===== config.mk =====
export PLATFORM = sky130hd
export DESIGN_NAME = keyboard_to_mouse_keys_flat
export DESIGN_NICKNAME = d
export VERILOG_FILES = /design/src/sv/kbmk_pkg.sv /design/src/sv/kbmk_chan_if.sv /design/src/sv/keyboard_to_mouse_keys.sv /design/src/sv/kbmk_front.sv /design/src/sv/kbmk_queue.sv /design/src/sv/kbmk_back.sv /design/src/flat_wrapper.sv
export SDC_FILE = /design/constraint.sdc
export NUM_CORES = 1
export LEC_CHECK = 0
export BUFFER_PORTS_ARGS = -buffer_cell sky130_fd_sc_hd__buf_2
export CAP_MARGIN = 20
export CORE_MARGIN = 3
export CORE_UTILIZATION = 51
export CTS_CLUSTER_SIZE = 20
export DETAILED_ROUTE_END_ITERATION = 8
export PLACE_DENSITY = 0.71
export SYNTH_ARGS = -nofsm -noshare
export SYNTH_HDL_FRONTEND = slang
export SYNTH_SLANG_ARGS = --single-unit

===== constraint.sdc =====
create_clock -name clock -period 5.8 [get_ports clock]
set_input_delay 1.74 -clock clock [delete_from_list [all_inputs] [get_ports clock]]
set_output_delay 1.74 -clock clock [all_outputs]
set_load 0.005 [all_outputs]

===== src/sv/kbmk_pkg.sv =====
// Shared types, constants and the key decode table for the mouse keys block.
// Used by the front, queue, back and top level modules; no dependencies.
package kbmk_pkg;

   // Field and register widths
   localparam int PERIOD_W   = 20;
   localparam int STEP_W     = 7;
   localparam int TIMER_W    = 22;
   localparam int CODE_W     = 10;
   localparam int CSR_IDX_W  = 2;
   localparam int CSR_DATA_W = 20;

   // Default depth of the job queue between front and back
   localparam int QUEUE_DEPTH = 2;

   // Configuration register indexes and reset values
   localparam logic [CSR_IDX_W-1:0] CSR_MOVE_PERIOD  = 2'd0;
   localparam logic [CSR_IDX_W-1:0] CSR_WHEEL_PERIOD = 2'd1;
   localparam logic [CSR_IDX_W-1:0] CSR_MOVE_STEP    = 2'd2;

   localparam logic [PERIOD_W-1:0] MOVE_PERIOD_RST  = 20'd15000;
   localparam logic [PERIOD_W-1:0] WHEEL_PERIOD_RST = 20'd30000;
   localparam logic [STEP_W-1:0]   MOVE_STEP_RST    = 7'd4;

   // Input command and event codes
   localparam logic       CMD_KEY       = 1'b0;
   localparam logic       CMD_TICK      = 1'b1;
   localparam logic [4:0] EV_KEY        = 5'd1;
   localparam logic [1:0] KEY_VAL_PRESS = 2'd1;

   // Result kinds and codes
   localparam logic [1:0] KIND_KEY  = 2'd0;
   localparam logic [1:0] KIND_REL  = 2'd1;
   localparam logic [1:0] KIND_SYNC = 2'd2;
   localparam logic [1:0] KIND_QUIT = 2'd3;

   localparam logic [CODE_W-1:0] REL_X         = 10'd0;
   localparam logic [CODE_W-1:0] REL_Y         = 10'd1;
   localparam logic [CODE_W-1:0] REL_WHEEL     = 10'd8;
   localparam logic [CODE_W-1:0] BUTTON_LEFT   = 10'd272;
   localparam logic [CODE_W-1:0] BUTTON_RIGHT  = 10'd273;
   localparam logic [CODE_W-1:0] BUTTON_MIDDLE = 10'd274;

   // Speed exponents (factor is two to this power)
   localparam logic signed [2:0] SPEED_EXP_MIN     = -3'sd2;
   localparam logic signed [2:0] SPEED_EXP_HALF    = -3'sd1;
   localparam logic signed [2:0] SPEED_EXP_ONE     = 3'sd0;
   localparam logic signed [2:0] SPEED_EXP_DOUBLE  = 3'sd1;
   localparam logic signed [2:0] SPEED_EXP_MAX     = 3'sd2;

   // Held direction and wheel bit positions
   localparam logic [1:0] DIR_UP    = 2'd0;
   localparam logic [1:0] DIR_DOWN  = 2'd1;
   localparam logic [1:0] DIR_LEFT  = 2'd2;
   localparam logic [1:0] DIR_RIGHT = 2'd3;
   localparam logic       WHL_UP    = 1'b0;
   localparam logic       WHL_DOWN  = 1'b1;

   // Linux key codes used by the map
   localparam logic [CODE_W-1:0] KC_ESC        = 10'd1;
   localparam logic [CODE_W-1:0] KC_BACKSPACE  = 10'd14;
   localparam logic [CODE_W-1:0] KC_TAB        = 10'd15;
   localparam logic [CODE_W-1:0] KC_Q          = 10'd16;
   localparam logic [CODE_W-1:0] KC_E          = 10'd18;
   localparam logic [CODE_W-1:0] KC_R          = 10'd19;
   localparam logic [CODE_W-1:0] KC_P          = 10'd25;
   localparam logic [CODE_W-1:0] KC_ENTER      = 10'd28;
   localparam logic [CODE_W-1:0] KC_LEFTCTRL   = 10'd29;
   localparam logic [CODE_W-1:0] KC_A          = 10'd30;
   localparam logic [CODE_W-1:0] KC_S          = 10'd31;
   localparam logic [CODE_W-1:0] KC_D          = 10'd32;
   localparam logic [CODE_W-1:0] KC_F          = 10'd33;
   localparam logic [CODE_W-1:0] KC_H          = 10'd35;
   localparam logic [CODE_W-1:0] KC_J          = 10'd36;
   localparam logic [CODE_W-1:0] KC_K          = 10'd37;
   localparam logic [CODE_W-1:0] KC_L          = 10'd38;
   localparam logic [CODE_W-1:0] KC_LEFTSHIFT  = 10'd42;
   localparam logic [CODE_W-1:0] KC_N          = 10'd49;
   localparam logic [CODE_W-1:0] KC_RIGHTSHIFT = 10'd54;
   localparam logic [CODE_W-1:0] KC_KPASTERISK = 10'd55;
   localparam logic [CODE_W-1:0] KC_LEFTALT    = 10'd56;
   localparam logic [CODE_W-1:0] KC_SPACE      = 10'd57;
   localparam logic [CODE_W-1:0] KC_CAPSLOCK   = 10'd58;
   localparam logic [CODE_W-1:0] KC_KP7        = 10'd71;
   localparam logic [CODE_W-1:0] KC_KP8        = 10'd72;
   localparam logic [CODE_W-1:0] KC_KP9        = 10'd73;
   localparam logic [CODE_W-1:0] KC_KPMINUS    = 10'd74;
   localparam logic [CODE_W-1:0] KC_KP4        = 10'd75;
   localparam logic [CODE_W-1:0] KC_KP5        = 10'd76;
   localparam logic [CODE_W-1:0] KC_KP6        = 10'd77;
   localparam logic [CODE_W-1:0] KC_KPPLUS     = 10'd78;
   localparam logic [CODE_W-1:0] KC_KP2        = 10'd80;
   localparam logic [CODE_W-1:0] KC_KPENTER    = 10'd96;
   localparam logic [CODE_W-1:0] KC_RIGHTCTRL  = 10'd97;
   localparam logic [CODE_W-1:0] KC_KPSLASH    = 10'd98;
   localparam logic [CODE_W-1:0] KC_RIGHTALT   = 10'd100;
   localparam logic [CODE_W-1:0] KC_HOME       = 10'd102;
   localparam logic [CODE_W-1:0] KC_UP         = 10'd103;
   localparam logic [CODE_W-1:0] KC_PAGEUP     = 10'd104;
   localparam logic [CODE_W-1:0] KC_LEFT       = 10'd105;
   localparam logic [CODE_W-1:0] KC_RIGHT      = 10'd106;
   localparam logic [CODE_W-1:0] KC_END        = 10'd107;
   localparam logic [CODE_W-1:0] KC_DOWN       = 10'd108;
   localparam logic [CODE_W-1:0] KC_PAGEDOWN   = 10'd109;
   localparam logic [CODE_W-1:0] KC_MENU       = 10'd139;

   // Result slots in emission order; a job is a mask over these
   localparam int SLOT_N = 8;
   localparam logic [2:0] SLOT_QUIT       = 3'd0;
   localparam logic [2:0] SLOT_KEY        = 3'd1;
   localparam logic [2:0] SLOT_KEY_SYNC   = 3'd2;
   localparam logic [2:0] SLOT_MOVE_X     = 3'd3;
   localparam logic [2:0] SLOT_MOVE_Y     = 3'd4;
   localparam logic [2:0] SLOT_MOVE_SYNC  = 3'd5;
   localparam logic [2:0] SLOT_WHEEL      = 3'd6;
   localparam logic [2:0] SLOT_WHEEL_SYNC = 3'd7;

   // Channel payloads
   typedef struct packed {
      logic              cmd;
      logic [4:0]        event_type;
      logic [CODE_W-1:0] key_code;
      logic [1:0]        key_value;
   } req_type;

   typedef struct packed {
      logic [1:0]        out_kind;
      logic [CODE_W-1:0] out_code;
      logic signed [7:0] out_value;
      logic              out_last;
   } rsp_type;

   // Classified work handed from front to back
   typedef struct packed {
      logic              quit;
      logic              key;
      logic              motion;
      logic              wheel;
      logic [CODE_W-1:0] key_code;
      logic              key_value;
      logic signed [7:0] x;
      logic signed [7:0] y;
      logic signed [1:0] w;
   } job_type;

   typedef struct packed {
      logic    valid;
      job_type job;
   } job_slot_type;

   // Key map actions
   typedef enum logic [2:0] {
      ACT_NONE,
      ACT_QUIT,
      ACT_SPEED_SET,
      ACT_SPEED_UP,
      ACT_SPEED_DOWN,
      ACT_DIR,
      ACT_WHEEL,
      ACT_FWD
   } key_act_type;

   typedef struct packed {
      key_act_type       act;
      logic [CODE_W-1:0] arg;
   } key_decode_type;

   // Map a key code to its action; arg holds exponent, bit index or forwarded code
   function automatic key_decode_type decode_key(input logic [CODE_W-1:0] code);
      key_decode_type d;
      d.act = ACT_NONE;
      d.arg = '0;
      case (code)
         KC_Q: d.act = ACT_QUIT;
         KC_F: begin
            d.act = ACT_SPEED_SET;
            d.arg = {7'd0, SPEED_EXP_MIN};
         end
         KC_D: begin
            d.act = ACT_SPEED_SET;
            d.arg = {7'd0, SPEED_EXP_HALF};
         end
         KC_S: begin
            d.act = ACT_SPEED_SET;
            d.arg = {7'd0, SPEED_EXP_DOUBLE};
         end
         KC_A: begin
            d.act = ACT_SPEED_SET;
            d.arg = {7'd0, SPEED_EXP_MAX};
         end
         KC_KPSLASH:    d.act = ACT_SPEED_UP;
         KC_KPASTERISK: d.act = ACT_SPEED_DOWN;
         KC_UP, KC_K, KC_KP8: begin
            d.act = ACT_DIR;
            d.arg = {8'd0, DIR_UP};
         end
         KC_DOWN, KC_J, KC_KP2: begin
            d.act = ACT_DIR;
            d.arg = {8'd0, DIR_DOWN};
         end
         KC_LEFT, KC_H, KC_KP4: begin
            d.act = ACT_DIR;
            d.arg = {8'd0, DIR_LEFT};
         end
         KC_RIGHT, KC_L, KC_KP6: begin
            d.act = ACT_DIR;
            d.arg = {8'd0, DIR_RIGHT};
         end
         KC_SPACE, KC_ENTER, KC_KPENTER, KC_KP7: begin
            d.act = ACT_FWD;
            d.arg = BUTTON_LEFT;
         end
         KC_E, KC_KP5: begin
            d.act = ACT_FWD;
            d.arg = BUTTON_MIDDLE;
         end
         KC_R, KC_MENU, KC_KP9: begin
            d.act = ACT_FWD;
            d.arg = BUTTON_RIGHT;
         end
         KC_PAGEUP, KC_P, KC_KPMINUS: begin
            d.act = ACT_WHEEL;
            d.arg = {9'd0, WHL_UP};
         end
         KC_PAGEDOWN, KC_N, KC_KPPLUS: begin
            d.act = ACT_WHEEL;
            d.arg = {9'd0, WHL_DOWN};
         end
         KC_RIGHTCTRL, KC_LEFTCTRL, KC_RIGHTSHIFT, KC_LEFTSHIFT, KC_RIGHTALT,
         KC_LEFTALT, KC_TAB, KC_ESC, KC_BACKSPACE, KC_HOME, KC_END: begin
            d.act = ACT_FWD;
            d.arg = code;
         end
         KC_CAPSLOCK: begin
            d.act = ACT_FWD;
            d.arg = KC_LEFTCTRL;
         end
         default: d.act = ACT_NONE;
      endcase
      return d;
   endfunction

endpackage


===== src/sv/kbmk_chan_if.sv =====
// Valid/ready channel carrying one payload item per handshake.
// The payload type is set by the instantiating code; no package dependency.
interface kbmk_chan_if #(parameter type payload_type = logic);
   logic        valid;
   logic        ready;
   payload_type payload;

   modport source (output valid, output payload, input ready);
   modport sink   (input valid, input payload, output ready);
endinterface


===== src/sv/keyboard_to_mouse_keys.sv =====
// Top level of the mouse keys block: front end, job queue and back end.
// Depends on kbmk_pkg, kbmk_chan_if, kbmk_front, kbmk_queue and kbmk_back.
//
// Usage:
//   req_if carries input items (tick or keyboard event) under valid/ready;
//   rsp_if carries result items (key/button, relative axis, sync, quit),
//   out_last marking the final result of an input. csr_we/csr_index/csr_wdata
//   write move_period (0), wheel_period (1) and move_step (2); write only while
//   the block is idle.
// Throughput: the front takes one item per cycle while the job queue has room.
//   The back emits one result per cycle from its output register while the
//   receiver does not stall; an item has 1 to 5 results, and an item without
//   results is taken by the front alone and never enters the queue.
// Path: the first result of an item passes the queue write, then the back
//   load, then the output register; a stall can hold it at any of these.
// Reset: registers return to their defaults, speed factor to one, held keys
//   and timers to zero, queue and output stage empty.
// Stall: a stalled receiver holds the output register; the back stops, the
//   queue fills and req_if.ready drops when it is full.
module keyboard_to_mouse_keys #(
   parameter int QueueDepth = kbmk_pkg::QUEUE_DEPTH
) (
   input  logic                                 clock,
   input  logic                                 reset,
   kbmk_chan_if.sink                            req_if,
   kbmk_chan_if.source                          rsp_if,
   input  logic                                 csr_we,
   input  logic [kbmk_pkg::CSR_IDX_W-1:0]       csr_index,
   input  logic [kbmk_pkg::CSR_DATA_W-1:0]      csr_wdata
);
   import kbmk_pkg::*;

   job_slot_type push;
   job_slot_type head;
   logic         q_full;
   logic         pop;

   // Accept and classify items
   kbmk_front u_front (
      .clock     (clock),
      .reset     (reset),
      .req_if    (req_if),
      .csr_we    (csr_we),
      .csr_index (csr_index),
      .csr_wdata (csr_wdata),
      .q_full    (q_full),
      .push      (push)
   );

   // Decouple classification from emission
   kbmk_queue #(
      .Depth (QueueDepth)
   ) u_queue (
      .clock (clock),
      .reset (reset),
      .push  (push),
      .pop   (pop),
      .full  (q_full),
      .head  (head)
   );

   // Emit results
   kbmk_back u_back (
      .clock  (clock),
      .reset  (reset),
      .head   (head),
      .pop    (pop),
      .rsp_if (rsp_if)
   );

endmodule


===== src/sv/kbmk_front.sv =====
// Front end: accepts items, holds configuration, key state and period timers,
// and classifies each item into a job for the queue. Depends on kbmk_pkg.
module kbmk_front (
   input  logic                                 clock,
   input  logic                                 reset,
   kbmk_chan_if.sink                            req_if,
   input  logic                                 csr_we,
   input  logic [kbmk_pkg::CSR_IDX_W-1:0]       csr_index,
   input  logic [kbmk_pkg::CSR_DATA_W-1:0]      csr_wdata,
   input  logic                                 q_full,
   output kbmk_pkg::job_slot_type               push
);
   import kbmk_pkg::*;

   logic [PERIOD_W-1:0] move_period_ff, move_period_in;
   logic [PERIOD_W-1:0] wheel_period_ff, wheel_period_in;
   logic [STEP_W-1:0]   move_step_ff, move_step_in;
   logic signed [2:0]   speed_exp_ff, speed_exp_in;
   logic [3:0]          dir_ff, dir_in;
   logic [1:0]          wheel_ff, wheel_in;
   logic [TIMER_W-1:0]  move_timer_ff, move_timer_in;
   logic [TIMER_W-1:0]  wheel_timer_ff, wheel_timer_in;

   logic                accept;
   logic                key_ok;
   key_decode_type      dec;
   job_type             job;
   logic [TIMER_W-1:0]  move_scaled;
   logic [TIMER_W-1:0]  wheel_scaled;
   logic signed [7:0]   step8;

   // Scale a base period by the speed exponent; zero counts as one
   function automatic logic [TIMER_W-1:0] scale_period(
      input logic [PERIOD_W-1:0] base,
      input logic signed [2:0]   e
   );
      logic [TIMER_W-1:0] ext;
      logic [2:0]         neg;
      logic [TIMER_W-1:0] p;
      ext = {2'b00, base};
      neg = 3'(-e);
      if (e > 3'sd0) begin
         p = ext << e[1:0];
      end else if (e < 3'sd0) begin
         p = ext >> neg[1:0];
      end else begin
         p = ext;
      end
      if (p == '0) begin
         p = TIMER_W'(1);
      end
      return p;
   endfunction

   // Count up and wrap at the period, also when already past it
   function automatic logic [TIMER_W-1:0] advance(
      input logic [TIMER_W-1:0] t,
      input logic [TIMER_W-1:0] period
   );
      logic [TIMER_W:0] n;
      n = {1'b0, t} + (TIMER_W+1)'(1);
      return (n >= {1'b0, period}) ? '0 : n[TIMER_W-1:0];
   endfunction

   assign req_if.ready = !q_full;
   assign accept       = req_if.valid && req_if.ready;
   assign dec          = decode_key(req_if.payload.key_code);
   assign key_ok       = (req_if.payload.event_type == EV_KEY)
                         && (req_if.payload.key_value <= KEY_VAL_PRESS);
   assign move_scaled  = scale_period(move_period_ff, speed_exp_ff);
   assign wheel_scaled = scale_period(wheel_period_ff, speed_exp_ff);
   assign step8        = {1'b0, move_step_ff};

   // Take configuration writes; indexes beyond the list are dropped
   always_comb begin
      move_period_in  = move_period_ff;
      wheel_period_in = wheel_period_ff;
      move_step_in    = move_step_ff;
      if (csr_we) begin
         case (csr_index)
            CSR_MOVE_PERIOD:  move_period_in  = csr_wdata;
            CSR_WHEEL_PERIOD: wheel_period_in = csr_wdata;
            CSR_MOVE_STEP:    move_step_in    = csr_wdata[STEP_W-1:0];
            default:          move_step_in    = move_step_ff;
         endcase
      end
   end

   // Classify the item and update key state and timers
   always_comb begin
      speed_exp_in   = speed_exp_ff;
      dir_in         = dir_ff;
      wheel_in       = wheel_ff;
      move_timer_in  = move_timer_ff;
      wheel_timer_in = wheel_timer_ff;
      job            = '0;

      // Motion and wheel amounts from the held keys
      if (dir_ff[DIR_RIGHT] && !dir_ff[DIR_LEFT]) begin
         job.x = step8;
      end else if (dir_ff[DIR_LEFT] && !dir_ff[DIR_RIGHT]) begin
         job.x = -step8;
      end
      if (dir_ff[DIR_DOWN] && !dir_ff[DIR_UP]) begin
         job.y = step8;
      end else if (dir_ff[DIR_UP] && !dir_ff[DIR_DOWN]) begin
         job.y = -step8;
      end
      if (wheel_ff[WHL_UP] && !wheel_ff[WHL_DOWN]) begin
         job.w = 2'sd1;
      end else if (wheel_ff[WHL_DOWN] && !wheel_ff[WHL_UP]) begin
         job.w = -2'sd1;
      end
      job.key_code  = dec.arg;
      job.key_value = req_if.payload.key_value[0];

      if (accept) begin
         if (req_if.payload.cmd == CMD_TICK) begin
            job.motion     = (move_timer_ff == '0) && ((job.x != 8'sd0) || (job.y != 8'sd0));
            job.wheel      = (wheel_timer_ff == '0) && (job.w != 2'sd0);
            move_timer_in  = advance(move_timer_ff, move_scaled);
            wheel_timer_in = advance(wheel_timer_ff, wheel_scaled);
         end else if (key_ok) begin
            case (dec.act)
               ACT_QUIT: job.quit = 1'b1;
               ACT_SPEED_SET: begin
                  speed_exp_in = req_if.payload.key_value[0] ? signed'(dec.arg[2:0])
                                                             : SPEED_EXP_ONE;
               end
               ACT_SPEED_UP: begin
                  if (req_if.payload.key_value[0] && (speed_exp_ff < SPEED_EXP_MAX)) begin
                     speed_exp_in = speed_exp_ff + 3'sd1;
                  end
               end
               ACT_SPEED_DOWN: begin
                  if (req_if.payload.key_value[0] && (speed_exp_ff > SPEED_EXP_MIN)) begin
                     speed_exp_in = speed_exp_ff - 3'sd1;
                  end
               end
               ACT_DIR:   dir_in[dec.arg[1:0]] = req_if.payload.key_value[0];
               ACT_WHEEL: wheel_in[dec.arg[0]] = req_if.payload.key_value[0];
               ACT_FWD:   job.key = 1'b1;
               default:   job.key = 1'b0;
            endcase
         end
      end

      push.job   = job;
      push.valid = job.quit || job.key || job.motion || job.wheel;
   end

   always_ff @(posedge clock) begin
      if (reset) begin
         move_period_ff  <= MOVE_PERIOD_RST;
         wheel_period_ff <= WHEEL_PERIOD_RST;
         move_step_ff    <= MOVE_STEP_RST;
         speed_exp_ff    <= SPEED_EXP_ONE;
         dir_ff          <= '0;
         wheel_ff        <= '0;
         move_timer_ff   <= '0;
         wheel_timer_ff  <= '0;
      end else begin
         move_period_ff  <= move_period_in;
         wheel_period_ff <= wheel_period_in;
         move_step_ff    <= move_step_in;
         speed_exp_ff    <= speed_exp_in;
         dir_ff          <= dir_in;
         wheel_ff        <= wheel_in;
         move_timer_ff   <= move_timer_in;
         wheel_timer_ff  <= wheel_timer_in;
      end
   end

   a_speed_range: assert property (@(posedge clock) disable iff (reset)
      (speed_exp_ff >= SPEED_EXP_MIN) && (speed_exp_ff <= SPEED_EXP_MAX))
      else $error("speed exponent out of range");

   a_push_room: assert property (@(posedge clock) disable iff (reset)
      push.valid |-> !q_full)
      else $error("job pushed into a full queue");

   a_motion_on_boundary: assert property (@(posedge clock) disable iff (reset)
      (accept && (req_if.payload.cmd == CMD_TICK) && (move_timer_ff != '0))
      |-> !push.job.motion)
      else $error("motion report off the period boundary");

endmodule


===== src/sv/kbmk_queue.sv =====
// Short job queue between the front and back ends.
// Depends on kbmk_pkg for the job types.
module kbmk_queue #(
   parameter int Depth = kbmk_pkg::QUEUE_DEPTH
) (
   input  logic                   clock,
   input  logic                   reset,
   input  kbmk_pkg::job_slot_type push,
   input  logic                   pop,
   output logic                   full,
   output kbmk_pkg::job_slot_type head
);
   import kbmk_pkg::*;

   localparam int PtrW = (Depth > 1) ? $clog2(Depth) : 1;
   localparam int CntW = $clog2(Depth + 1);

   job_type         mem [Depth];
   logic [PtrW-1:0] wr_ptr_ff, wr_ptr_in;
   logic [PtrW-1:0] rd_ptr_ff, rd_ptr_in;
   logic [CntW-1:0] count_ff, count_in;
   logic            do_push;
   logic            do_pop;

   assign full       = (count_ff == CntW'(Depth));
   assign head.valid = (count_ff != '0);
   assign head.job   = mem[rd_ptr_ff];
   assign do_push    = push.valid && !full;
   assign do_pop     = pop && head.valid;

   // Advance pointers with wrap and track the fill level
   always_comb begin
      wr_ptr_in = wr_ptr_ff;
      rd_ptr_in = rd_ptr_ff;
      count_in  = count_ff;
      if (do_push) begin
         wr_ptr_in = (wr_ptr_ff == PtrW'(Depth - 1)) ? '0 : wr_ptr_ff + PtrW'(1);
      end
      if (do_pop) begin
         rd_ptr_in = (rd_ptr_ff == PtrW'(Depth - 1)) ? '0 : rd_ptr_ff + PtrW'(1);
      end
      if (do_push && !do_pop) begin
         count_in = count_ff + CntW'(1);
      end else if (do_pop && !do_push) begin
         count_in = count_ff - CntW'(1);
      end
   end

   always_ff @(posedge clock) begin
      if (do_push) begin
         mem[wr_ptr_ff] <= push.job;
      end
   end

   always_ff @(posedge clock) begin
      if (reset) begin
         wr_ptr_ff <= '0;
         rd_ptr_ff <= '0;
         count_ff  <= '0;
      end else begin
         wr_ptr_ff <= wr_ptr_in;
         rd_ptr_ff <= rd_ptr_in;
         count_ff  <= count_in;
      end
   end

   a_no_overflow: assert property (@(posedge clock) disable iff (reset)
      push.valid |-> !full)
      else $error("push into full queue");

   a_no_underflow: assert property (@(posedge clock) disable iff (reset)
      pop |-> head.valid)
      else $error("pop from empty queue");

   a_count_bound: assert property (@(posedge clock) disable iff (reset)
      count_ff <= CntW'(Depth))
      else $error("queue fill level beyond depth");

endmodule


===== src/sv/kbmk_back.sv =====
// Back end: takes queued jobs, emits their results one per cycle unless the
// receiver stalls; output is registered. Depends on kbmk_pkg, kbmk_chan_if.
module kbmk_back (
   input  logic                   clock,
   input  logic                   reset,
   input  kbmk_pkg::job_slot_type head,
   output logic                   pop,
   kbmk_chan_if.source            rsp_if
);
   import kbmk_pkg::*;

   logic [SLOT_N-1:0] pend_ff, pend_in;
   job_type           cur_ff, cur_in;
   logic              rsp_valid_ff, rsp_valid_in;
   rsp_type           rsp_data_ff, rsp_data_in;

   logic [SLOT_N-1:0] rest;
   logic [SLOT_N-1:0] new_mask;
   logic [2:0]        idx;
   logic              emit_ok;
   logic              fire;
   logic              load;

   assign rsp_if.valid   = rsp_valid_ff;
   assign rsp_if.payload = rsp_data_ff;

   // Pick the lowest pending slot and what stays after it
   always_comb begin
      idx = SLOT_QUIT;
      for (int i = SLOT_N - 1; i >= 0; i--) begin
         if (pend_ff[i]) begin
            idx = 3'(i);
         end
      end
   end

   assign rest    = pend_ff & (pend_ff - SLOT_N'(1));
   assign emit_ok = !rsp_valid_ff || rsp_if.ready;
   assign fire    = (pend_ff != '0) && emit_ok;
   assign load    = head.valid && ((pend_ff == '0) || (fire && (rest == '0)));
   assign pop     = load;

   // Expand a job into its result slots
   always_comb begin
      new_mask                  = '0;
      new_mask[SLOT_QUIT]       = head.job.quit;
      new_mask[SLOT_KEY]        = head.job.key;
      new_mask[SLOT_KEY_SYNC]   = head.job.key;
      new_mask[SLOT_MOVE_X]     = head.job.motion;
      new_mask[SLOT_MOVE_Y]     = head.job.motion;
      new_mask[SLOT_MOVE_SYNC]  = head.job.motion;
      new_mask[SLOT_WHEEL]      = head.job.wheel;
      new_mask[SLOT_WHEEL_SYNC] = head.job.wheel;
   end

   // Advance through the pending slots and load the next job
   always_comb begin
      pend_in = pend_ff;
      cur_in  = cur_ff;
      if (load) begin
         pend_in = new_mask;
         cur_in  = head.job;
      end else if (fire) begin
         pend_in = rest;
      end
   end

   // Fill the output register; hold it while the receiver stalls
   always_comb begin
      rsp_valid_in = rsp_valid_ff;
      rsp_data_in  = rsp_data_ff;
      if (fire) begin
         rsp_valid_in          = 1'b1;
         rsp_data_in.out_last  = (rest == '0);
         rsp_data_in.out_code  = '0;
         rsp_data_in.out_value = 8'sd0;
         case (idx)
            SLOT_QUIT: rsp_data_in.out_kind = KIND_QUIT;
            SLOT_KEY: begin
               rsp_data_in.out_kind  = KIND_KEY;
               rsp_data_in.out_code  = cur_ff.key_code;
               rsp_data_in.out_value = {7'd0, cur_ff.key_value};
            end
            SLOT_MOVE_X: begin
               rsp_data_in.out_kind  = KIND_REL;
               rsp_data_in.out_code  = REL_X;
               rsp_data_in.out_value = cur_ff.x;
            end
            SLOT_MOVE_Y: begin
               rsp_data_in.out_kind  = KIND_REL;
               rsp_data_in.out_code  = REL_Y;
               rsp_data_in.out_value = cur_ff.y;
            end
            SLOT_WHEEL: begin
               rsp_data_in.out_kind  = KIND_REL;
               rsp_data_in.out_code  = REL_WHEEL;
               rsp_data_in.out_value = {{6{cur_ff.w[1]}}, cur_ff.w};
            end
            default: rsp_data_in.out_kind = KIND_SYNC;
         endcase
      end else if (rsp_if.ready) begin
         rsp_valid_in = 1'b0;
      end
   end

   always_ff @(posedge clock) begin
      cur_ff      <= cur_in;
      rsp_data_ff <= rsp_data_in;
   end

   always_ff @(posedge clock) begin
      if (reset) begin
         pend_ff      <= '0;
         rsp_valid_ff <= 1'b0;
      end else begin
         pend_ff      <= pend_in;
         rsp_valid_ff <= rsp_valid_in;
      end
   end

   a_pop_nonempty: assert property (@(posedge clock) disable iff (reset)
      pop |-> head.valid)
      else $error("job taken from empty queue");

   a_more_follows: assert property (@(posedge clock) disable iff (reset)
      (rsp_valid_ff && !rsp_data_ff.out_last) |-> (pend_ff != '0))
      else $error("non-last result with nothing pending");

   a_quit_alone: assert property (@(posedge clock) disable iff (reset)
      pend_ff[SLOT_QUIT] |-> (pend_ff == (SLOT_N'(1) << SLOT_QUIT)))
      else $error("quit job carries other results");

   a_load_when_done: assert property (@(posedge clock) disable iff (reset)
      load |-> ((pend_ff == '0) || $onehot(pend_ff)))
      else $error("job loaded over pending results");

endmodule


===== src/flat_wrapper.sv =====
// flat-port wrapper written by rule: the top's interface ports become plain ports
module keyboard_to_mouse_keys_flat import kbmk_pkg::*;
#(
   parameter int QueueDepth = kbmk_pkg::QUEUE_DEPTH
)
  (clock, reset, csr_we, csr_index, csr_wdata, req_if_valid, req_if_payload, req_if_ready, rsp_if_valid, rsp_if_payload, rsp_if_ready);
  kbmk_chan_if #(.payload_type(req_type)) req_if_i ();
  kbmk_chan_if #(.payload_type(rsp_type)) rsp_if_i ();
  input  logic clock;
  input  logic reset;
  input  logic csr_we;
  input  logic [kbmk_pkg::CSR_IDX_W-1:0] csr_index;
  input  logic [kbmk_pkg::CSR_DATA_W-1:0] csr_wdata;
  input wire logic [$bits(req_if_i.valid)-1:0] req_if_valid;
  input wire logic [$bits(req_if_i.payload)-1:0] req_if_payload;
  output wire logic [$bits(req_if_i.ready)-1:0] req_if_ready;
  output wire logic [$bits(rsp_if_i.valid)-1:0] rsp_if_valid;
  output wire logic [$bits(rsp_if_i.payload)-1:0] rsp_if_payload;
  input wire logic [$bits(rsp_if_i.ready)-1:0] rsp_if_ready;
  assign req_if_i.valid = req_if_valid;
  assign req_if_i.payload = req_if_payload;
  assign req_if_ready = req_if_i.ready;
  assign rsp_if_valid = rsp_if_i.valid;
  assign rsp_if_payload = rsp_if_i.payload;
  assign rsp_if_i.ready = rsp_if_ready;
  keyboard_to_mouse_keys #(.QueueDepth(QueueDepth)) u_core (.clock(clock), .reset(reset), .req_if(req_if_i), .rsp_if(rsp_if_i), .csr_we(csr_we), .csr_index(csr_index), .csr_wdata(csr_wdata));
endmodule

* After elaboration in Yosys (flattened, before gate mapping) *
Memory sizes are Yosys's and may differ from the RTL's. A register that Yosys moved wholly into a read port is not among the register bits.
Cells that the tools add are included.

storage, ports and cells
  memories kept = 1
  bits of input ports = 45
  bits in registers = 163
  word-level logic and storage cells = 241
  memory bits (writable) = 66

cells by class
  equality and inequality tests = 63
  reduce and logical (&&, ||, !) cells = 73
  add/sub/neg operators = 11
  shift-type cells = 4
  bitwise gates (word level) = 2
  multiplexer cells = 54
  $lt $le $gt $ge = 11

memories
  memory              depth  width  rd ports  clocked after memory_dff  write ports  RTL line          text
  u_core.u_queue.mem  2      33     1         1                         1            kbmk_queue.sv:18  job_type mem [Depth];

operators by type and width
  cell                                            count
  == test 10 x 7 -> 1 bit, second input constant  21
  2-to-1 mux 22 bit                               8
  == test 10 x 6 -> 1 bit, second input constant  13
  case mux 10 bit (10 select lines)               1
  zero test 22 bit                                4
  == test 10 x 5 -> 1 bit, second input constant  8
  case mux 18 bit (4 select lines)                1
  2-to-1 mux 8 bit                                6
  adder 22 x 1 -> 23 bit, second input constant   2
  greater-or-equal comparator 23 x 22 -> 1 bit    2
  left shift 20 x 2 -> 22 bit                     2
  right shift 20 x 2 -> 22 bit                    2
  2-to-1 mux 3 bit                                11
  nonzero test 8 bit                              3
  logical AND 1 bit                               21
  case mux 3 bit (7 select lines)                 1
  OR reduction 21 bit                             1
  == test 10 x 4 -> 1 bit, second input constant  2
  == test 3 bit, second input constant            6
  zero test 8 bit                                 2
  2-to-1 mux 2 bit                                7
  2-to-1 mux 1 bit                                12
  OR reduction 12 bit                             1
  OR reduction 4 bit                              3
  48 further kinds                                78

* Logic depth before layout (Yosys ltp) *
Gate-level depths: netlist (run 1).

  word-level depth = 17
  gate-level depth with buffers = 28
  gate-level depth less buffers = 19

* Hierarchy *
A second synthesis (run 1) with hierarchy kept.

unflattened totals
  cells, all modules = 1542
  area total of the unflattened synthesis = 14854.2 um^2

modules (own cells, without submodules)
  module      seq. area each (um^2)  area an instance (um^2)  instances  cells an instance
  kbmk_front  2001.9                 10004.6                  1          1273
  kbmk_queue  2082.0                 2593.7                   1          128
  kbmk_back   1681.6                 2255.9                   1          141

* Least setup slack after synthesis (run 1) *
No wires, ideal clock.

  kind = register -> register
  start = reg u_core.u_front.speed_exp_ff[0]
  end = reg u_core.u_front.wheel_timer_ff[11]
  clock period less this slack = 5501 ps
  data required time = 5740 ps
  data arrival time = 5441 ps
  path slack = 299 ps
  buffers on the path = 8
  cell stages (with the launch flop) = 25
  path through = dfxtp_1 -> clkbuf_1 -> inv_1 -> clkbuf_1 -> clkbuf_1 -> buf_1 -> ha_1 -> clkbuf_1 -> buf_1 -> clkbuf_1 -> mux4_2 -> mux2i_1 -> nand4_1 -> nor4bb_1 -> a31o_2 -> ha_1 -> nor2b_1 -> o21a_1 -> o21a_1 -> o21ai_0 -> a211oi_1 -> o31a_1 -> nor2_1 -> clkbuf_1 -> a22o_1

on the way
  word-level cells in the longest chain between the ends = 8
  elaborated cells between the ends (all ways) = 11

RTL lines
  what                                            RTL line           text
  start: declaration                              kbmk_front.sv:18   logic signed [2:0] speed_exp_ff, speed_exp_in;
  start signal: assignment                        kbmk_front.sv:166  speed_exp_ff <= speed_exp_in;
  negator 2 bit                                   kbmk_front.sv:41   neg = 3'(-e);
  right shift 20 x 2 -> 22 bit                    kbmk_front.sv:45   p = ext >> neg[1:0];
  2-to-1 mux 22 bit                               kbmk_front.sv:44   end else if (e < 3'sd0) begin
  2-to-1 mux 22 bit *                             kbmk_front.sv:42   if (e > 3'sd0) begin
  zero test 22 bit                                kbmk_front.sv:49   if (p == '0) begin
  2-to-1 mux 22 bit *                             kbmk_front.sv:49
  greater-or-equal comparator 23 x 22 -> 1 bit *  kbmk_front.sv:62   return (n >= {1'b0, period}) ? '0 : n[TIMER_W-1:0];
  2-to-1 mux 22 bit *                             kbmk_front.sv:62
  end signal: assignment                          kbmk_front.sv:170  wheel_timer_ff <= wheel_timer_in;
  end: declaration                                kbmk_front.sv:22   logic [TIMER_W-1:0] wheel_timer_ff, wheel_timer_in;

Mark *: on every way between the ends. The rest lies on a longest branch, timed or not.
A chain may end at the register's enable or synchronous reset.

* Worst setup path after layout (run 1) *
  start = reg u_core.u_front.speed_exp_ff[0]
  end = reg u_core.u_front.wheel_timer_ff[19]

The elaborated chain is that of the path after synthesis.

==> results of run 1 <==
[cell usage after synthesis (9+ instances only)]
cell,number,share of area [%]
a22o_1,31,1.9
xor2_1,14,0.85
mux2_2,56,4.4
a211oi_1,24,1.3
a21o_1,23,1.2
xnor2_1,28,1.7
nand2b_1,29,1.3
nor2_1,90,2.3
a21oi_1,92,3.2
nor4_1,20,0.87
nand2_1,211,5.5
o21ai_0,81,2.8
nor2b_1,41,1.8
nor3_1,20,0.69
clkbuf_1,75,2.0
nand4_1,22,0.96
nand3b_1,23,1.2
and2_1,13,0.56
buf_1,13,0.34
buf_2,11,0.38
mux4_2,17,2.7
edfxtp_1,116,24
dfxtp_1,114,16
o31ai_1,9,0.47
and3_1,34,1.5
ha_1,52,4.5
mux2i_1,60,4.2
inv_1,24,0.63
a31oi_1,9,0.39
a22oi_1,9,0.47
nand3_1,42,1.5
[power by group through the flow]
stage	Sequential (W)	Clock, W	Combinational [W]
2_1_floorplan	0.00211	0	0.000650
3_3_place_gp	0.00212	0	0.000929
3_5_place_dp	0.00213	0	0.000944
4_1_cts	0.00209	0.00158	0.000952
5_1_grt	0.00212	0.00164	0.00106
6_report	0.00210	0.00155	0.000948
[per-layer routing]
layer | track usage [%] | share of wire (%) | vias up
li1 | - | - | 5785
met2 | 35.1 | 44 | 387
met5 | 0 | 0 | -
met4 | 4.02 | 1.7 | 0
met1 | 34.4 | 48 | 5619
met3 | 3.04 | 5.8 | 44
[sequential cells by signal (all words and copies together), names as in the netlist, 7 cells and up, named ones only]
register / count
u_core.u_front.move_period_ff: 20
u_core.u_front.move_step_ff: 7
u_core.u_front.wheel_timer_ff: 22
u_core.u_front.move_timer_ff: 22
u_core.u_back.cur_ff: 29
u_core.u_back.pend_ff: 8
u_core.u_front.wheel_period_ff: 20
u_core.u_back.rsp_if.payload: 21
u_core.u_queue.mem: 66
[final timing paths]
| path | endpoint | cells past startpoint | start |
|---|---|---|---|
| hold / removal | u_core.u_front.move_timer_ff[20] | 2 | u_core.u_front.move_timer_ff[20] |
| setup reg to reg | u_core.u_front.wheel_timer_ff[19] | 19 | u_core.u_front.speed_exp_ff[0] |
| setup / recovery | u_core.u_front.wheel_timer_ff[19] | 19 | u_core.u_front.speed_exp_ff[0] |
| hold reg to reg | u_core.u_front.move_timer_ff[20] | 2 | u_core.u_front.move_timer_ff[20] |
[critical path, cell delays in order (launching register included)]
cell      delay [ns]
dfxtp_4         0.47
inv_1           0.09
ha_2            0.70
buf_4           0.41
mux2i_1         0.29
a21oi_1         0.10
mux2i_1         0.24
nand2_1         0.07
nor4bb_1        0.31
a31o_2          0.21
ha_1            0.13
nor2b_1         0.04
o21a_1          0.16
o21a_1          0.16
o21ai_0         0.14
a211oi_1        0.10
o31a_1          0.35
nor2_1          0.48
buf_4           0.28
a22o_1          0.14
[final cells by class]
type                       count  area share [%]
multi-input combinational   1197            51.7
sequential                   230            36.5
clock buffer                  34            4.30
timing repair buffer          88            3.20
tap                          372            2.94
clock inverter                13           0.830
inverter                      24           0.569
[layout by cell type (no fill, tap or decap), types with 14 or more instances in the layout]
cell type	count
mux4_2	17
nor2b_1	41
mux2i_1	60
dfxtp_1	112
edfxtp_1	116
a22o_1	31
ha_1	51
mux2_2	56
a21o_1	23
buf_2	68
nand4_1	22
nor4_1	20
nor2_1	89
nor3_1	20
nand2b_1	29
xor2_1	14
a21oi_1	92
buf_4	18
nand3b_1	23
nand2_1	211
a211oi_1	24
inv_1	24
and3_1	34
xnor2_1	28
clkbuf_16	26
nand3_1	42
o21ai_0	81
[cell families after synthesis]
family	count (synthesis)
AND/OR/NAND/NOR	609
AO/OA/AOI/OAI	356
flip-flops	230
multiplexers	133
buffers and inverters	124
adder cells (fa/ha/maj)	53
XOR/XNOR	42
other	1
[stage by stage]
step / setup slack (ns) / power (W) / utilization [%] / instances
after global placement: 0.908 / 0.00305 / 54.9 / 1909
after detailed placement: 0.840 / 0.00307 / 54.9 / 1910
after floorplan: 0.299 / 0.00276 / - / 1551
after CTS: 0.934 / 0.00462 / 57.9 / 1957
final: 0.853 / 0.00459 / 57.9 / 1958
after global routing: 0.499 / 0.00481 / 57.9 / 1958
==> impl_results.md, run 1 <==
- Run status: completed
- Number of hold buffers added after CTS: 0
- Net load switching power: 0.00135 W
- Clock Latency Late Sink: 0.53 ns
- Multiplexer area fraction after synthesis: 11.2%
- # port buffers: 67
- Routed vias: 11,800
- Clock transition at path regs: 0.06 ns
- Reg2reg setup slack: 0.85 ns
- Post-Synth XOR/XNOR Area: 2.55%
- FILL cells: 2,423
- DIE AREA: 30,300 um^2
- CP Data Required Time: 6.27 ns
- Pins Over Slew Limit: 0
- WS Path Type: flop to flop
- Crit. End Element: flop
- Setup TNS Final: 0 ns
- Flop pwr share: 45.7%
- Comb power frac: 20.6%
- Post-Syn Area per Cell: 9.31 um^2
- Antenna violations before repair: 0
- IO Pins: 68
- Leakage: 6.11 nW
- CTS tree: yes
- Num CTS Buffers: 26
- TritonRoute pass-1 iters: 5
- Core Rows: 60
- Final Hold Fails: 0
- Vias per cell: 6.04
- Final setup fails: 0
- Clock Path Buffers: 3
- Share of cells above drive strength 1: 14.4%
- Post-Syn Area: 14,400 um^2
- Reg area: 5770 um^2
- Antenna-violating nets left: 0
- Fin nets: 1,665
- Post-CTS setup buffers: 0
- Tcrit/Tclk final: 85.3%
- Main synth FF type: edfxtp_1
- Slew margin rel.: 28.1%
- Internal power: 0.00324 W
- WL/cell: 18.2 um
- Worst Max-Slew Pin Slew: 1.07 ns
- Clk root buf: clkbuf_16
- Tmin final: 4.95 ns
- First-pass GRT wire length: 57,600 um
- Layout area overhead: 9.86%
- Vias in the first global route: 10,800
- GRT overflow: 0
- Final GP Congestion: 0.919
- H-tree Lvls: 1
- Post-Route WL: 35,600 um
- Maximum VDD drop: 0.000217 V
- Fin area: 15,800 um^2
- Initial Util: 52.7%
- Startpoint Class: flop
- Largest family of logic cells by synthesized area: simple AND/OR/NAND/NOR gates
- Multi-input gate area: 8180 um^2
- Max cap viols: 0
- Post-synthesis compound-gate area fraction: 16.4%
- CP max FO: 28
- Hold crit path type: flop to flop
- # DRC: 0
- Post-DP HPWL: 25,400 um
- Worst EP arrival: 5.42 ns
- Mapped Cells: 1,548
- Yosys Warn Count: 0
- Fmax: 202 MHz
- Power per Cell Area: 290 nW/um^2
- Synth unique cells: 85
- Simple-gate area share of the yosys netlist: 21.8%
- Width of the chip: 174 um
- Fraction of the mapped netlist area in adder cells: 4.66%
- Post-synth EDFFs: 116
- Post-CTS sizing: 0
- Largest net degree at the start of global routing: 85
- Sequential-to-total area share from yosys stat: 40.0%
- Sink Count: 230
- Core area: 27,300 um^2
- Seq cells post-synth: 230
- Hold Slack: 0.502 ns
- Ant diodes: 0
- Asr flop ratio synth: 0%
- Die Span Y: 174 um
- Post-Route Skew: 0.00860 ns
- Clock network power share: 33.7%
- DRT iter0 DRCs: 1,121
- RSZ-0062 raised after global routing: no
- Area of placed instances: 15,000 um^2
- Switching Share: 29.4%
- All-Layer GR Usage: 22.7%
(Power assumes the default switching activity.)
==> run 2, diff against run 1 <==
--- a/config.mk
+++ b/config.mk
@@ -11,6 +11,7 @@
 export CORE_UTILIZATION = 51
 export CTS_CLUSTER_SIZE = 20
 export DETAILED_ROUTE_END_ITERATION = 8
+export GPL_TIMING_DRIVEN = 0
 export PLACE_DENSITY = 0.71
 export SYNTH_ARGS = -nofsm -noshare
 export SYNTH_HDL_FRONTEND = slang
==> run 2 against run 1 <==
  * First-iteration DRC count is 5.1% higher
  * Critical path depth is 4 higher
  * Non-clock buffer count is 78 higher
  * Sequential cell count stayed put
  * Wire length is 16% higher
  * Sequential power hardly changed
  * Clock-buffer cell count is 1 higher
  * Worst setup slack worse by 0.64 ns
==> impl_results.md, run 2 (synthesized netlist as in run 1, its figures left out) <==
- Top Registers: u_core.u_queue.mem (66), u_core.u_back.cur_ff (29)
- CP max FO: 11
- Setup slack after layout: 0.217 ns
- Hold crit path type: flop to flop
- Vias per cell: 6.09
- Clock Path Buffers: 3
- Reg2Reg Launch Point: u_core.u_front.speed_exp_ff[0]
- Post-DP HPWL: 31,200 um
- Width of the chip: 174 um
- Final GP Congestion: 1.03
- Power per Cell Area: 285 nW/um^2
- CP Data Required Time: 6.28 ns
- Multi-input gate area: 8200 um^2
- Share of cells above drive strength 1: 14.3%
- Fmax: 179 MHz
- WL/cell: 20.2 um
- Run status: completed
- Largest net degree at the start of global routing: 36
- Tmin final: 5.58 ns
- Startpoint Class: flop
- All-Layer GR Usage: 26.3%
- Clk root buf: clkbuf_16
- Pwr Total: 0.00458 W
- Min-Delay Startpoint: u_core.u_front.wheel_ff[1]
- Reg2reg setup slack: 0.22 ns
- Top reg by flops: u_core.u_queue.mem
- Final setup fails: 0
- Post-CTS setup buffers: 0
- Reg area: 5770 um^2
- Worst EP arrival: 6.07 ns
- Sink Count: 230
- # DRC: 0
- Pins Over Slew Limit: 0
- FILL cells: 2,495
- Die Span Y: 174 um
- Ant diodes: 0
- Routed vias: 12,400
- Core area: 27,300 um^2
- Clock transition at path regs: 0.06 ns
- First-pass GRT wire length: 64,000 um
- Max cap viols: 0
- Antenna violations before repair: 0
- Layout Utilization: 58.8%
- Crit. End Element: flop
- Clock Latency Late Sink: 0.54 ns
- Final Hold Fails: 0
- Fin nets: 1,742
- Slew margin rel.: 35.7%
- IO Pins: 68
- # port buffers: 66
- Worst Max-Slew Pin Slew: 0.957 ns
- Initial Util: 52.7%
- Max stage delay on crit path: 0.39 ns
- Commonest non-fill, non-tap cells in the layout: nand2_1 (211), edfxtp_1 (116), dfxtp_1 (113)
- Hold Crit Depth: 2
- Sink of the worst hold path: u_core.u_front.wheel_ff[1]
- DRT iter0 DRCs: 1,178
- Maximum VDD drop: 0.000197 V
- Reg-to-reg endpoint: u_core.u_front.wheel_timer_ff[13]
- Pre-CTS setup slack: -1.70 ns
- Num CTS Buffers: 25
- Crit path cell chain: inv_1, clkbuf_2, clkbuf_2, clkbuf_4, ha_2, clkbuf_2, buf_2, buf_2, o21ai_0, mux2i_1, nand2_1, nor4bb_1, a31o_2, ha_1, nor2b_1, o21a_1, o21a_1, o21ai_0, a211oi_1, o31a_1, nor2_4, clkbuf_4, a22o_1
- GRT overflow: 0
- CTS tree: yes
- Vias in the first global route: 11,400
- RSZ-0062 raised after global routing: no
- WS Path Type: flop to flop
- Post-Route Skew: 0.0117 ns
- Fin area: 16,100 um^2
- H-tree Lvls: 1
- Tcrit/Tclk final: 96.3%
- Worst r2r path cells: 23
- Core Rows: 60
- Max reg flops: 66
- Antenna-violating nets left: 0
- Cell mode on critical path: clkbuf_2
- TritonRoute pass-1 iters: 5
- DIE AREA: 30,300 um^2
- Most common cell after layout, fill and taps aside: nand2_1
- Leakage: 6.20 nW
- CP max-delay cell: o31a_1
- Post-Route WL: 41,100 um
- Area of placed instances: 15,300 um^2
- Layout area overhead: 11.6%
==> run 2: cell count changes in the layout (fill, tap and decap cells not counted), moves of 4 or more <==
cell / delta
buf_1: +10
clkbuf_1: +62
clkinv_2: +5
clkbuf_4: +4
buf_4: -17
clkinv_4: -4
clkbuf_2: +7
buf_2: +13
==> run 2: metrics by stage <==
stage | setup TNS, ns | std cells | hold WS, ns
after global placement | -65.87 | 1989 | 0.472
after CTS | 0 | 2035 | 0.505
after global routing | 0 | 2034 | 0.521
after detailed placement | -61.81 | 1992 | 0.489
after floorplan | 0 | 1551 | 0.453
final | 0 | 2034 | 0.504
==> run 2: repair_timing <==
item	4_1_cts	5_1_grt
resized for setup	18	17
endpoints found under the setup margin	44	44
hold buffers	0	0
cloned	0	0
==> run 2: how the worst max path moves through the flow <==
stage                                               from                                end  slack, ns
after detailed placement  u_core.u_front.speed_exp_ff[0]  u_core.u_front.wheel_timer_ff[21]      -1.70
final                     u_core.u_front.speed_exp_ff[0]  u_core.u_front.wheel_timer_ff[13]       0.22
after floorplan           u_core.u_front.speed_exp_ff[0]  u_core.u_front.wheel_timer_ff[11]       0.30
after global placement    u_core.u_front.speed_exp_ff[0]  u_core.u_front.wheel_timer_ff[17]      -1.69
after global routing      u_core.u_front.speed_exp_ff[0]  u_core.u_front.wheel_timer_ff[13]       0.02
after CTS                 u_core.u_front.speed_exp_ff[0]  u_core.u_front.wheel_timer_ff[16]       0.02
==> run 2: area by class of cell <==
cell class	count	area share, %
Buffer	97	2.58
Clock buffer	35	4.19
Clock inverter	10	0.568
Inverter	24	0.561
Multi-Input combinational cell	1197	51.0
Sequential cell	230	35.9
Tap cell	372	2.90
Timing Repair Buffer	69	2.29
==> run 2: critical path: cells and delay by family (launching register included) <==
family	cells	cell delay [ns]
AOI/OAI and AO/OA	8	1.50
and+or+nand+nor	4	0.68
buffers and inverters	8	2.31
adders and majority gates	2	0.35
muxes	1	0.29
DFF	1	0.38
==> run 2: power breakdown <==
part           switching, W  total, W  internal [W]  leakage, nW
Clock              0.000641   0.00150      0.000857        0.375
Combinational      0.000626  0.000994      0.000367         3.75
Sequential        0.0000935   0.00209       0.00200         2.08
Total               0.00136   0.00458       0.00322         6.20
==> run 2: metal layers <==
metal	vias to the layer above	track usage (%)	share of wire (%)
li1	5955	-	-
met1	5812	39.0	46
met2	540	39.7	43
met3	89	4.30	8.3
met4	0	7.94	3.1
met5	-	0	0
